<file path="src/sv/i2cwr_pkg.sv">
// ----------------------------------------------------------------------------
// i2cwr_pkg
// Shared types and constants for the I2C write/read sequencer core.
// ----------------------------------------------------------------------------
`default_nettype none

package i2cwr_pkg;

  localparam int BUF_DEPTH = 16;
  localparam int BUF_AW    = (BUF_DEPTH > 1) ? $clog2(BUF_DEPTH) : 1;
  localparam int PTR_W     = 5;
  localparam int CNT_W     = 5;
  localparam int ADDR_W    = 7;
  localparam int CFG_IDX_W = 2;
  localparam int CFG_DW    = 7;
  localparam logic [PTR_W-1:0] PTR_MAX = '1;

  typedef enum logic [1:0] {
    OP_LOAD  = 2'd0,
    OP_BEGIN = 2'd1,
    OP_EVENT = 2'd2,
    OP_READ  = 2'd3
  } op_t;

  typedef enum logic [2:0] {
    ST_START     = 3'd0,
    ST_RESTART   = 3'd1,
    ST_ADDR_W_OK = 3'd2,
    ST_DATA_OK   = 3'd3,
    ST_RX_ACK    = 3'd4,
    ST_ADDR_R_OK = 3'd5,
    ST_RX_NACK   = 3'd6,
    ST_ERROR     = 3'd7
  } status_t;

  typedef enum logic [2:0] {
    CMD_NONE    = 3'd0,
    CMD_START   = 3'd1,
    CMD_NACK    = 3'd2,
    CMD_ACK     = 3'd3,
    CMD_RESTART = 3'd4,
    CMD_STOP    = 3'd5,
    CMD_RELEASE = 3'd6
  } cmd_t;

  typedef enum logic [CFG_IDX_W-1:0] {
    CFG_SLAVE_ADDR  = 2'd0,
    CFG_WRITE_COUNT = 2'd1,
    CFG_READ_COUNT  = 2'd2,
    CFG_UNUSED      = 2'd3
  } cfg_idx_t;

  typedef struct packed {
    cmd_t       cmd;
    logic [7:0] tx_byte;
    logic       tx_valid;
    logic       tx_from_mem;
    logic       rd_from_mem;
    logic       busy;
  } s1_t;

endpackage

`default_nettype wire

</file>
<file path="src/sv/i2c_master_write_read_sequencer_core.sv">
// ----------------------------------------------------------------------------
// i2c_master_write_read_sequencer_core
// Sequences one combined I2C write/read transaction around a byte buffer.
// Input channel (in_valid/in_stall) carries one item per operation: load a
// buffer byte, begin a transaction, report a bus status event, or read a
// buffer byte. Each accepted item gives exactly one result item on the
// output channel (out_valid/out_stall): a bus command, a transmit byte with
// its valid flag, the buffer byte read back and the busy flag.
// The buffer is a 16-entry synchronous RAM. Control state (pointer, busy)
// updates at acceptance, the RAM is written at acceptance and read in the
// same edge; the read data joins the item one stage later.
// An item is held in the stage-1 register, then in the result register that
// drives out_valid. Throughput: one item per cycle unless stalled, set by the
// single RAM access each item needs. The result register and the read stage
// part the channels, so a new item is taken while a finished result waits;
// in_stall rises only when both are full and out_stall is high.
// Reset (rst_n low, synchronous) clears busy, pointer, configuration and the
// pipeline valid flags; buffer contents stay undefined until loaded. The user
// sets configuration via cfg_we/cfg_index/cfg_data only while idle; unchecked.
// ----------------------------------------------------------------------------
`default_nettype none

module i2c_master_write_read_sequencer_core
  import i2cwr_pkg::*;
(
  input  wire logic                 clk,
  input  wire logic                 rst_n,
  input  wire logic                 cfg_we,
  input  wire logic [CFG_IDX_W-1:0] cfg_index,
  input  wire logic [CFG_DW-1:0]    cfg_data,
  input  wire logic                 in_valid,
  output logic                      in_stall,
  input  wire logic [1:0]           in_operation,
  input  wire logic [3:0]           in_buffer_index,
  input  wire logic [7:0]           in_data_byte,
  input  wire logic [2:0]           in_bus_status,
  output logic                      out_valid,
  input  wire logic                 out_stall,
  output logic [2:0]                out_bus_command,
  output logic [7:0]                out_transmit_byte,
  output logic                      out_transmit_valid,
  output logic [7:0]                out_buffer_byte,
  output logic                      out_busy_res
);

  logic [7:0] mem [BUF_DEPTH];
  logic [7:0] mem_q_r;

  logic [ADDR_W-1:0] slave_addr_r;
  logic [CNT_W-1:0]  write_count_r;
  logic [CNT_W-1:0]  read_count_r;

  logic [PTR_W-1:0] ptr_r, ptr_nxt;
  logic             busy_r, busy_nxt;

  logic s1_valid_r, s1_valid_nxt;
  s1_t  s1_r, s1_nxt;
  logic out_valid_r, out_valid_nxt;

  logic [2:0] out_cmd_r;
  logic [7:0] out_tx_r;
  logic       out_txv_r;
  logic [7:0] out_rd_r;
  logic       out_busy_r;

  logic              s1_adv;
  logic              in_accept;
  logic              mem_we;
  logic [BUF_AW-1:0] mem_wa;
  logic [7:0]        mem_wd;
  logic              mem_re;
  logic [BUF_AW-1:0] mem_ra;

  logic [7:0]       addr_byte;
  logic             idx_ok;
  logic             ptr_ok;
  logic [PTR_W-1:0] ptr_inc;
  logic [PTR_W:0]   ptr_plus1;
  op_t              op;
  status_t          status;

  assign s1_adv    = !out_valid_r || !out_stall;
  assign in_stall  = s1_valid_r && !s1_adv;
  assign in_accept = in_valid && !in_stall;

  assign op        = op_t'(in_operation);
  assign status    = status_t'(in_bus_status);
  assign addr_byte = {slave_addr_r, 1'b0};
  assign idx_ok    = 32'(in_buffer_index) < BUF_DEPTH;
  assign ptr_ok    = 32'(ptr_r) < BUF_DEPTH;
  assign ptr_inc   = (ptr_r == PTR_MAX) ? ptr_r : ptr_r + PTR_W'(1);

  always_comb begin
    ptr_nxt   = ptr_r;
    busy_nxt  = busy_r;
    mem_we    = 1'b0;
    mem_wa    = BUF_AW'(in_buffer_index);
    mem_wd    = in_data_byte;
    mem_re    = 1'b0;
    mem_ra    = BUF_AW'(in_buffer_index);
    ptr_plus1 = {1'b0, ptr_r} + (PTR_W+1)'(1);
    s1_nxt    = '{cmd: CMD_NONE, tx_byte: 8'd0, tx_valid: 1'b0,
                  tx_from_mem: 1'b0, rd_from_mem: 1'b0, busy: busy_r};
    case (op)
      OP_LOAD: begin
        mem_we = idx_ok;
      end
      OP_BEGIN: begin
        if (!busy_r) begin
          busy_nxt   = 1'b1;
          s1_nxt.cmd = CMD_START;
        end
      end
      OP_READ: begin
        mem_re             = idx_ok;
        s1_nxt.rd_from_mem = idx_ok;
      end
      OP_EVENT: begin
        if (busy_r) begin
          case (status)
            ST_START: begin
              s1_nxt.tx_byte  = addr_byte | {7'd0, (write_count_r == '0)};
              s1_nxt.tx_valid = 1'b1;
              s1_nxt.cmd      = CMD_NACK;
              ptr_nxt         = '0;
            end
            ST_RESTART: begin
              s1_nxt.tx_byte  = addr_byte | 8'd1;
              s1_nxt.tx_valid = 1'b1;
              s1_nxt.cmd      = CMD_NACK;
              ptr_nxt         = '0;
            end
            ST_ADDR_W_OK, ST_DATA_OK: begin
              if (ptr_r < write_count_r) begin
                mem_re             = ptr_ok;
                mem_ra             = BUF_AW'(ptr_r);
                s1_nxt.tx_from_mem = ptr_ok;
                s1_nxt.tx_valid    = 1'b1;
                s1_nxt.cmd         = CMD_NACK;
                ptr_nxt            = ptr_inc;
              end else if (read_count_r != '0) begin
                s1_nxt.cmd = CMD_RESTART;
              end else begin
                s1_nxt.cmd = CMD_STOP;
                busy_nxt   = 1'b0;
              end
            end
            ST_RX_ACK, ST_ADDR_R_OK: begin
              if (status == ST_RX_ACK) begin
                mem_we    = ptr_ok;
                mem_wa    = BUF_AW'(ptr_r);
                ptr_nxt   = ptr_inc;
                ptr_plus1 = {1'b0, ptr_inc} + (PTR_W+1)'(1);
              end
              s1_nxt.cmd = (ptr_plus1 < {1'b0, read_count_r}) ? CMD_ACK : CMD_NACK;
            end
            ST_RX_NACK: begin
              mem_we     = ptr_ok;
              mem_wa     = BUF_AW'(ptr_r);
              s1_nxt.cmd = CMD_STOP;
              busy_nxt   = 1'b0;
            end
            default: begin
              s1_nxt.cmd = CMD_RELEASE;
              busy_nxt   = 1'b0;
            end
          endcase
        end
      end
      default: begin
      end
    endcase
    s1_nxt.busy = busy_nxt;
  end

  always_comb begin
    if (in_accept) begin
      s1_valid_nxt = 1'b1;
    end else if (s1_adv) begin
      s1_valid_nxt = 1'b0;
    end else begin
      s1_valid_nxt = s1_valid_r;
    end
    out_valid_nxt = s1_adv ? s1_valid_r : out_valid_r;
  end

  always_ff @(posedge clk) begin
    if (in_accept && mem_we) begin
      mem[mem_wa] <= mem_wd;
    end
    if (in_accept && mem_re) begin
      mem_q_r <= mem[mem_ra];
    end
  end

  always_ff @(posedge clk) begin
    if (!rst_n) begin
      slave_addr_r  <= '0;
      write_count_r <= '0;
      read_count_r  <= '0;
    end else if (cfg_we) begin
      case (cfg_idx_t'(cfg_index))
        CFG_SLAVE_ADDR:  slave_addr_r  <= cfg_data[ADDR_W-1:0];
        CFG_WRITE_COUNT: write_count_r <= cfg_data[CNT_W-1:0];
        CFG_READ_COUNT:  read_count_r  <= cfg_data[CNT_W-1:0];
        default: begin
        end
      endcase
    end
  end

  always_ff @(posedge clk) begin
    if (!rst_n) begin
      ptr_r       <= '0;
      busy_r      <= 1'b0;
      s1_valid_r  <= 1'b0;
      out_valid_r <= 1'b0;
    end else begin
      if (in_accept) begin
        ptr_r  <= ptr_nxt;
        busy_r <= busy_nxt;
      end
      s1_valid_r  <= s1_valid_nxt;
      out_valid_r <= out_valid_nxt;
    end
  end

  always_ff @(posedge clk) begin
    if (in_accept) begin
      s1_r <= s1_nxt;
    end
    if (s1_adv && s1_valid_r) begin
      out_cmd_r  <= s1_r.cmd;
      out_tx_r   <= s1_r.tx_from_mem ? mem_q_r : s1_r.tx_byte;
      out_txv_r  <= s1_r.tx_valid;
      out_rd_r   <= s1_r.rd_from_mem ? mem_q_r : 8'd0;
      out_busy_r <= s1_r.busy;
    end
  end

  assign out_valid          = out_valid_r;
  assign out_bus_command    = out_cmd_r;
  assign out_transmit_byte  = out_tx_r;
  assign out_transmit_valid = out_txv_r;
  assign out_buffer_byte    = out_rd_r;
  assign out_busy_res       = out_busy_r;

endmodule

`default_nettype wire

</file>
<file path="config.mk">
export PLATFORM = sky130hd
export DESIGN_NAME = i2c_master_write_read_sequencer_core
export DESIGN_NICKNAME = d
export VERILOG_FILES = /design/src/sv/i2cwr_pkg.sv /design/src/sv/i2c_master_write_read_sequencer_core.sv
export SDC_FILE = /design/constraint.sdc
export NUM_CORES = 1
export LEC_CHECK = 0
export BUFFER_PORTS_ARGS = -buffer_cell sky130_fd_sc_hd__buf_2
export CAP_MARGIN = 5
export CORE_ASPECT_RATIO = 0.6
export CORE_MARGIN = 5
export CORE_UTILIZATION = 36
export DETAILED_ROUTE_END_ITERATION = 16
export GPL_ROUTABILITY_DRIVEN = 0
export PLACE_DENSITY = 0.59
export SLEW_MARGIN = 20
export SYNTH_ARGS = -nofsm -noshare
export SYNTH_HDL_FRONTEND = slang
export SYNTH_SLANG_ARGS = --single-unit
</file>
<file path="constraint.sdc">
create_clock -name clk -period 2.7 [get_ports clk]
set_input_delay 0.135 -clock clk [delete_from_list [all_inputs] [get_ports clk]]
set_output_delay 0.135 -clock clk [all_outputs]
set_load 0.05 [all_outputs]
</file>
---- After elaboration in Yosys (flattened, before gate mapping) ----
Memory sizes are Yosys's and may differ from the RTL's. A register that Yosys moved wholly into a read port is not among the register bits.
Index checks and enable logic that the tools add are counted.
operators by class
  add/sub/neg operators ................... 3
  multiply operators ...................... 0
  div/mod/pow operators ................... 0
  magnitude comparators ................... 3
  eq/ne operators ......................... 14
  shift-type cells ........................ 0
  multiplexer cells ....................... 46
  bitwise gates (word level) .............. 1
  reductions and logical operators ........ 27
operators with widths
  operator               count
  $mux W4                7
  $mux W6                4
  $mux W1                17
  $pmux W8 S2            1
  $mux W5                3
  $pmux W5 S3            1
  $mux W13               1
  $add A5 B1 Y6 const B  2
  $pmux W1 S2            6
  $pmux W3 S4            1
  $eq A3 B3 Y1 const B   3
  $mux W8                1
  $or A8 B1 Y8           1
  $pmux W4 S2            1
  $reduce_and A2 Y1      4
  $eq A2 B2 Y1 const B   3
  $eq A3 B2 Y1 const B   2
  $lt A6 B5 Y1           1
  $pmux W3 S2            1
  $reduce_and A6 Y1      1
  $reduce_or A2 Y1       3
  $add A5 B1 Y5 const B  1
  $eq A5 B5 Y1 const B   1
  $logic_and A1 B1 Y1    5
  other kinds (17)       23
word-level totals
  bits in registers ....................... 61
  bits in latches ......................... 0
  memory bits (writable) .................. 128
  bits in read-only memories .............. 0
  input port bits ......................... 31
  output and inout bits ................... 23
  memories ................................ 1
memories
  memory  words  bits a word  read ports  clocked after Yosys merged registers in  wr ports  RTL line                                    source
  mem     16     8            1           1                                        1         i2c_master_write_read_sequencer_core.sv:46  logic [7:0] mem [BUF_DEPTH];

---- Logic depth before layout (Yosys ltp) ----
Gate-level depths: netlist of the first run.
  depth in word-level cells ............... 12
  mapped depth ............................ 12
  depth with buffers taken out ............ 12

---- Worst setup path after synthesis of the first run ----
OpenSTA, ideal clock, no wires.
  kind .................................... register to register
  start point ............................. register write_count_r[4]
  end point ............................... register mem_q_r[6] (read register of mem) (data pin)
  library setup time ...................... 0.272 ns
  data arrival time ....................... 2.704 ns
  data required time ...................... 2.428 ns
  setup slack ............................. -0.276 ns
  stages on the path, launching flop included .. 11
  buffers on the path ..................... 2
  period minus slack after synthesis ...... 2.976 ns
  path through ............................ dfxtp_1 -> inv_1 -> ha_1 -> or4_1 -> a21o_1 -> mux2_4 -> buf_6 -> buf_6 -> mux2_4 -> a22o_1 -> or4_1
on the way
  cells in the longest elaborated chain, start to end .. 6
ends and longest elaborated chain
  what                      RTL line                                     source
  start: declaration        i2c_master_write_read_sequencer_core.sv:50   logic [CNT_W-1:0] write_count_r;
  start signal: assignment  i2c_master_write_read_sequencer_core.sv:204  CFG_WRITE_COUNT: write_count_r <= cfg_data[CNT_W-1:0];
  $lt A5 B5 Y1 *            i2c_master_write_read_sequencer_core.sv:134  if (ptr_r < write_count_r) begin
  $mux W1                   i2c_master_write_read_sequencer_core.sv:134
  $mux W1                   i2c_master_write_read_sequencer_core.sv:120  case (status)
  $mux W1                   i2c_master_write_read_sequencer_core.sv:119  if (busy_r) begin
  $pmux W1 S2               i2c_master_write_read_sequencer_core.sv:104  case (op)
  $logic_and A1 B1 Y1       i2c_master_write_read_sequencer_core.sv:191  if (in_accept && mem_re) begin
  end: declaration          i2c_master_write_read_sequencer_core.sv:47   logic [7:0] mem_q_r;
Every way passes the cells marked *; elsewhere a longest branch is shown, timed or not.
A chain may end at the register's enable or synchronous reset.

---- Worst setup path after layout of the first run ----
  start point ............................. register write_count_r[4]
  end point ............................... register mem_q_r[4] (read register of mem) (data pin)
Same word-level chain as after synthesis.

==> impl_results.md, run 1 <==
* CTS tree: built
* Synth Register Bits at 197
* Standard cell core area at 23030 sq um
* FF-to-FF setup slack at -280 ps
* Post-route ant nets at 0
* Largest net degree at the start of global routing at 29
* P&R area growth vs syn at 23.14%
* Largest area contributor in the netlist: edfxtp_1
* Hold Crit Start: cfg_data[4]
* Via density at 5.106
* Clk_skew at 14.03 ps
* Unrepaired setup endpoints after global routing: true
* WL final at 20.58 mm
* Fmax at 335.0 MHz
* Clock H-tree levels at 4
* Vias in the first global route at 5243
* Synthesized cell area at 8379 sq um
* Gr ovfl total at 0
* Synth Flop Type: edfxtp_1
* Largest cells by area after synthesis: edfxtp_1 62%, mux2i_1 8.8%, dfxtp_1 6.0%, mux2_2 2.4%, ha_1 2.1%
* CTS max path bufs at 2
* Initial core utilization at 36.39%
* Worst-margin pin slew at 842.8 ps
* Min Tclk post-route at 2985 ps
* Multi-input gate area at 2649 sq um
* Final period utilization at 110.5%
* Startpoint Class: register
* Hold WS at 55.79 ps
* Die area at 26530 sq um
* Fraction of layout cells with a size suffix above 1 at 29.76%
* All-Layer GR Usage at 15.97%
* Lkg Pwr at 0.003865 uW
* Initial antenna violation count at 2
* WP data required at 2880 ps
* Post-synth EDFFs at 172
* Clock Pin Slew Worst Setup and Hold Paths at 70 ps
* R2r endpoint: mem_q_r[4]$_DFFE_PP_
* Num rows at 43
* Post-synthesis sequential area ratio at 67.61%
* FF-to-FF path depth at 9
* Pre-CTS setup slack at -429.9 ps
* WP data arrival at 3160 ps
* I/O pins at 54
* Kind of critical path: register to register
* DR pass1 iterations at 5
* Cells after DPL at 985
* Yosys warnings at 0
* DRC at 0
* FF+latch area at 5673 sq um
* Initial DRC count at 578
* Fillers at 2062
* Final setup fails at 8
* R2R Path Start: write_count_r[4]$_SDFFE_PN0P_
* Max-cap check violation count at 0
* Syn Area/Cell at 14.91 sq um
* Clk root buf: clkbuf_16
* Post-Layout Cell Count at 1024
* Pwr Density at 620.6 nW/um^2
* Clock sink total at 197
* Mapped Cells at 562
* Status: finished, violations left
* Hold WC Path Type: primary input to register
* Hold path cells at 3
* Crit-path max FO at 27
* Hpwl dp at 14.85 mm
* Asr flop ratio synth at 0%
* Yosys top cell area share at 61.64%
* DIE WIDTH at 207.0 microns
* Max VDD drop at 447.0 uV
* Relative slew slack at 43.64%
* Avg WL per Cell at 20.09 microns
* Worst Setup End Kind: register
* Nets at 741
* Final WS setup at -284.8 ps
* Vert. Die Dim at 128.2 microns
* Inserted Clock Buffers at 17
* Setup TNS at -2091 ps
* Failing checks: negative setup slack
* Later-pin clock latency in the skew report at 440 ps
* Input/output buffers at 53
* Worst Hold End: slave_addr_r[4]$_SDFFE_PN0P_
* Final hold vios at 0
* First-pass GRT wire length at 31.26 mm
* Max-slew violations at 0
* Distinct cells, synth at 49
* Mapped Nets at 607
* Antenna cells at 0
* Total number of vias at 5229
[layout make-up]
| type | count | share of cell area, % |
|---|---|---|
| Sequential cell | 197 | 54.98 |
| Multi-Input combinational cell | 330 | 25.67 |
| Timing Repair Buffer | 134 | 9.070 |
| Clock buffer | 19 | 4.608 |
| Tap cell | 315 | 3.820 |
| Clock inverter | 13 | 1.273 |
| Inverter | 16 | 0.5820 |
[metrics by stage]
stage	area (sq um)	power (uW)	util, %
after global placement	9539	3915	41.43
after floorplan	8411	3723	-
after CTS	10270	6448	44.62
after global routing	10320	6629	44.81
after detailed placement	9539	3928	41.43
final	10320	6404	44.81
[cell usage in the layout, fill, tap and decap left out, drive strengths merged, types with 2 or more instances in the layout]
cell,n
edfxtp,172
buf,130
mux2i,74
nor2,30
mux2,27
dfxtp,25
nor2b,23
inv,22
nand2,21
clkbuf,19
o32ai,16
and2,15
a21oi,14
ha,14
o22ai,10
or4,9
a22o,8
o21ai,8
nand3,7
nor3,7
nor4,7
clkinv,7
a31oi,5
xnor2,5
dlygate4sd3,4
nor3b,4
nand3b,3
o21a,3
a21o,2
nand4b,2
and3,2
a21boi,2
[how the worst max path moves through the flow]
stage                      endpoint  cells after the start                          start  slack [ps]
4_1_cts        mem_q_r[4]$_DFFE_PP_                      9  write_count_r[4]$_SDFFE_PN0P_        -290
2_1_floorplan  mem_q_r[6]$_DFFE_PP_                     10  write_count_r[4]$_SDFFE_PN0P_        -240
6_report       mem_q_r[4]$_DFFE_PP_                      9  write_count_r[4]$_SDFFE_PN0P_        -280
3_5_place_dp   mem_q_r[4]$_DFFE_PP_                     11  write_count_r[3]$_SDFFE_PN0P_        -430
3_3_place_gp   mem_q_r[4]$_DFFE_PP_                     11  write_count_r[3]$_SDFFE_PN0P_        -370
5_1_grt        mem_q_r[1]$_DFFE_PP_                      9  write_count_r[4]$_SDFFE_PN0P_        -360
[critical path: stages, from the launching register on]
cell and delay [ps]:
dfxtp_2 330, inv_2 40, ha_2 170, or4_1 470, a21o_1 190, mux2_4 240
buf_12 210, mux2_2 370, a22o_1 220, or4_1 470
[sequential cells by signal, indices dropped and copies added (netlist names)]
signal,cells
busy_r,1
mem,128
mem_q_r,8
out_buffer_byte,8
out_bus_command,3
out_busy_res,1
out_transmit_byte,8
out_transmit_valid,1
out_valid,1
ptr_r,5
read_count_r,5
s1_r,15
s1_valid_r,1
slave_addr_r,7
write_count_r,5
[power breakdown]
part           switching, uW  internal (uW)  total [uW]
logic                    304            186         491
clock network           1190           1330        2530
registers               23.3           3360        3390
total                   1520           4880        6400
[logic make-up (layout without fill, tap and decap cells)]
group / after synthesis / in the layout / share of synthesized area [%]
compound gates: 75 / 75 / 6.286
xor+xnor: 6 / 6 / 0.6271
fa+ha+maj: 14 / 14 / 2.091
buf+inv: 35 / 182 / 2.180
flops: 197 / 197 / 67.61
mux: 101 / 101 / 12.56
simple gates: 134 / 134 / 8.646
[layer usage]
layer / global-route usage (%) / up-vias / share of wire, %
met5: 0 / - / 0
met4: 4.000 / 0 / 0.95
met3: 3.388 / 17 / 7.0
met2: 22.21 / 182 / 41
met1: 25.24 / 2597 / 51
li1: - / 2433 / -
[cell usage after synthesis (all sizes together), types with 8 or more instances]
library cell,instances
a21oi,14
a22o,8
and2,15
buf,11
clkbuf,8
dfxtp,25
edfxtp,172
ha,14
inv,16
mux2,27
mux2i,74
nand2,21
nor2,30
nor2b,23
o21ai,8
o22ai,10
o32ai,16
or4,9
[repair_timing]
action,CTS,global route
gates resized for setup,16,8
hold endpoints to repair,4,0
hold buffers,4,0
buffers inserted,2,1
setup endpoints to repair,9,9
pin swaps,6,9
gates cloned,0,0
(Power assumes the default switching activity.)
==> run 2, diff against run 1 <==
--- a/config.mk
+++ b/config.mk
@@ -6,10 +6,11 @@
 export NUM_CORES = 1
 export LEC_CHECK = 0
 export BUFFER_PORTS_ARGS = -buffer_cell sky130_fd_sc_hd__buf_2
-export CAP_MARGIN = 5
+export CAP_MARGIN = 10
 export CORE_ASPECT_RATIO = 0.6
 export CORE_MARGIN = 5
 export CORE_UTILIZATION = 36
+export CTS_BUF_LIST = sky130_fd_sc_hd__clkbuf_8
 export DETAILED_ROUTE_END_ITERATION = 16
 export GPL_ROUTABILITY_DRIVEN = 0
 export PLACE_DENSITY = 0.59
==> run 2 against run 1 <==
Net effect:
- total power fell by 8.4%
- the flow still finishes with violations (negative setup slack)
- combinational power rose by 0.8%
- first-iteration DRC count fell by 10%
- worst setup slack worse by 1.0 ps
- largest cell class unchanged
- highest routed layer unchanged
- sequential cell count stayed put
- clock power down 21%
==> impl_results.md, run 2 (synthesis results as in run 1) <==
* Vias in the first global route at 5218
* CTS tree: built
* Critical path launch point: write_count_r[4]$_SDFFE_PN0P_
* M1 WL at 10.17 mm
* Pre-CTS setup slack at -429.9 ps
* Pwr Density at 576.0 nW/um^2
* Fmax at 334.9 MHz
* Max-slew violations at 0
* Gr ovfl total at 0
* Min Tclk post-route at 2986 ps
* Regs by FF count: mem: 128 flops, s1_r: 15 flops
* Hold WC Path Type: primary input to register
* WL final at 20.47 mm
* Reg power frac at 57.7%
* Die area at 26530 sq um
* Relative slew slack at 44.99%
* Clock H-tree levels at 4
* P_sw at 1448 uW
* Biggest register: mem
* I/O pins at 54
* Initial core utilization at 36.39%
* Comb power frac at 8.4%
* WP data arrival at 3220 ps
* Hold Crit Start: cfg_data[3]
* Largest net degree at the start of global routing at 29
* Antenna cells at 0
* Met2 Wirelength at 8.465 mm
* Most frequent cells in the layout: 172 x edfxtp_1, 74 x buf_4, 71 x mux2i_1
* P&R area growth vs syn at 21.50%
* Total number of vias at 5292
* Input/output buffers at 53
* Standard cell core area at 23030 sq um
* Met3 wire length at 1.639 mm
* Hold WS at 31.39 ps
* WP data required at 2930 ps
* DR pass1 iterations at 5
* Unrepaired setup endpoints after global routing: true
* Final WS setup at -285.8 ps
* Avg WL per Cell at 19.87 microns
* Max reg flops at 128
* Nets at 747
* Max Used Layer: met4
* Initial antenna violation count at 2
* Clk_skew at 14.89 ps
* Num rows at 43
* Hpwl dp at 14.85 mm
* Later-pin clock latency in the skew report at 490 ps
* Max-cap check violation count at 0
* Crit-path max FO at 27
* Failing checks: negative setup slack
* CTS max path bufs at 2
* Worst Setup End Kind: register
* DRC at 0
* Clk root buf: clkbuf_8
* Final period utilization at 110.6%
* R2R Path Start: write_count_r[4]$_SDFFE_PN0P_
* Fraction of layout cells with a size suffix above 1 at 29.65%
* Post-route ant nets at 0
* Vert. Die Dim at 128.2 microns
* All-Layer GR Usage at 15.99%
* Inserted Clock Buffers at 17
* Initial DRC count at 518
* Commonest non-fill, non-tap cell in the layout: edfxtp_1
* First-pass GRT wire length at 31.22 mm
* Final setup fails at 8
* Fillers at 2078
* Switch share at 24.69%
* Final hold vios at 0
* Clock sink total at 197
* Clk pwr share at 33.9%
* Startpoint Class: register
* Clock Pin Slew Worst Setup and Hold Paths at 100 ps
* Worst-margin pin slew at 822.6 ps
* Kind of critical path: register to register
* DIE WIDTH at 207.0 microns
* Cell internal pwr at 4416 uW
* Via density at 5.138
* Status: finished, violations left
* Max VDD drop at 340.6 uV
* Lkg Pwr at 0.003811 uW
==> run 2: what timing repair did <==
action                                  4_1_cts  5_1_grt
endpoints found under the setup margin        9        9
pin swaps                                     6        5
hold buffers                                  8        0
setup buffers                                 3        2
hold endpoints to repair                     13        0
cloned                                        0        0
resized for setup                            17        4
==> run 2: metrics by stage <==
stage                     utilization (%)  cells  TNS [ps]  area, sq um  total power [uW]
after floorplan                         -    562     -1899         8411              3723
after global placement              41.43    985     -2184         9539              3915
after detailed placement            41.43    985     -2694         9539              3928
after CTS                           44.09   1028     -2104        10150              5913
after global routing                44.21   1030     -2684        10180              6097
final                               44.21   1030     -2064        10180              5864
==> run 2: per-layer routing <==
metal,GRT usage (%),vias up
li1,-,2447
met1,24.96,2639
met3,4.551,18
met5,0,-
met4,3.379,0
met2,22.00,188
==> run 2: worst max-delay path, stage by stage (launching register included) <==
cell and delay (ps):
dfxtp_2 340, inv_2 40, ha_2 170, or4_1 470
a21o_1 190, mux2_4 240, buf_12 210, mux2_2 370
a22o_1 220, or4_1 470
==> run 2: area by class of cell <==
class / count / area [sq um] / share of cell area, %
tap: 315 / 394.1 / 3.871
sequential: 197 / 5673 / 55.72
inverter: 16 / 60.06 / 0.5899
multi-input combinational: 330 / 2645 / 25.98
timing repair buffer: 140 / 983.4 / 9.660
clock buffer: 17 / 234.0 / 2.298
clock inverter: 15 / 191.4 / 1.880
==> run 2: path summary, 6_finish.rpt <==
check / endpoint / slack, ps / depth (start not counted)
hold reg to reg: out_transmit_valid$_DFFE_PP_ / 440 / 0
hold / removal: slave_addr_r[3]$_SDFFE_PN0P_ / 30 / 3
setup / recovery: mem_q_r[4]$_DFFE_PP_ / -290 / 9
setup reg to reg: mem_q_r[4]$_DFFE_PP_ / -290 / 9
==> run 2: power groups by stage <==
| stage | clock (uW) | sequential [uW] | combinational (uW) |
|---|---|---|---|
| floorplan | 0 | 3500 | 221 |
| global placement | 0 | 3450 | 463 |
| detailed placement | 0 | 3450 | 474 |
| CTS | 2040 | 3380 | 491 |
| global route | 2180 | 3390 | 532 |
| finish | 1990 | 3380 | 495 |
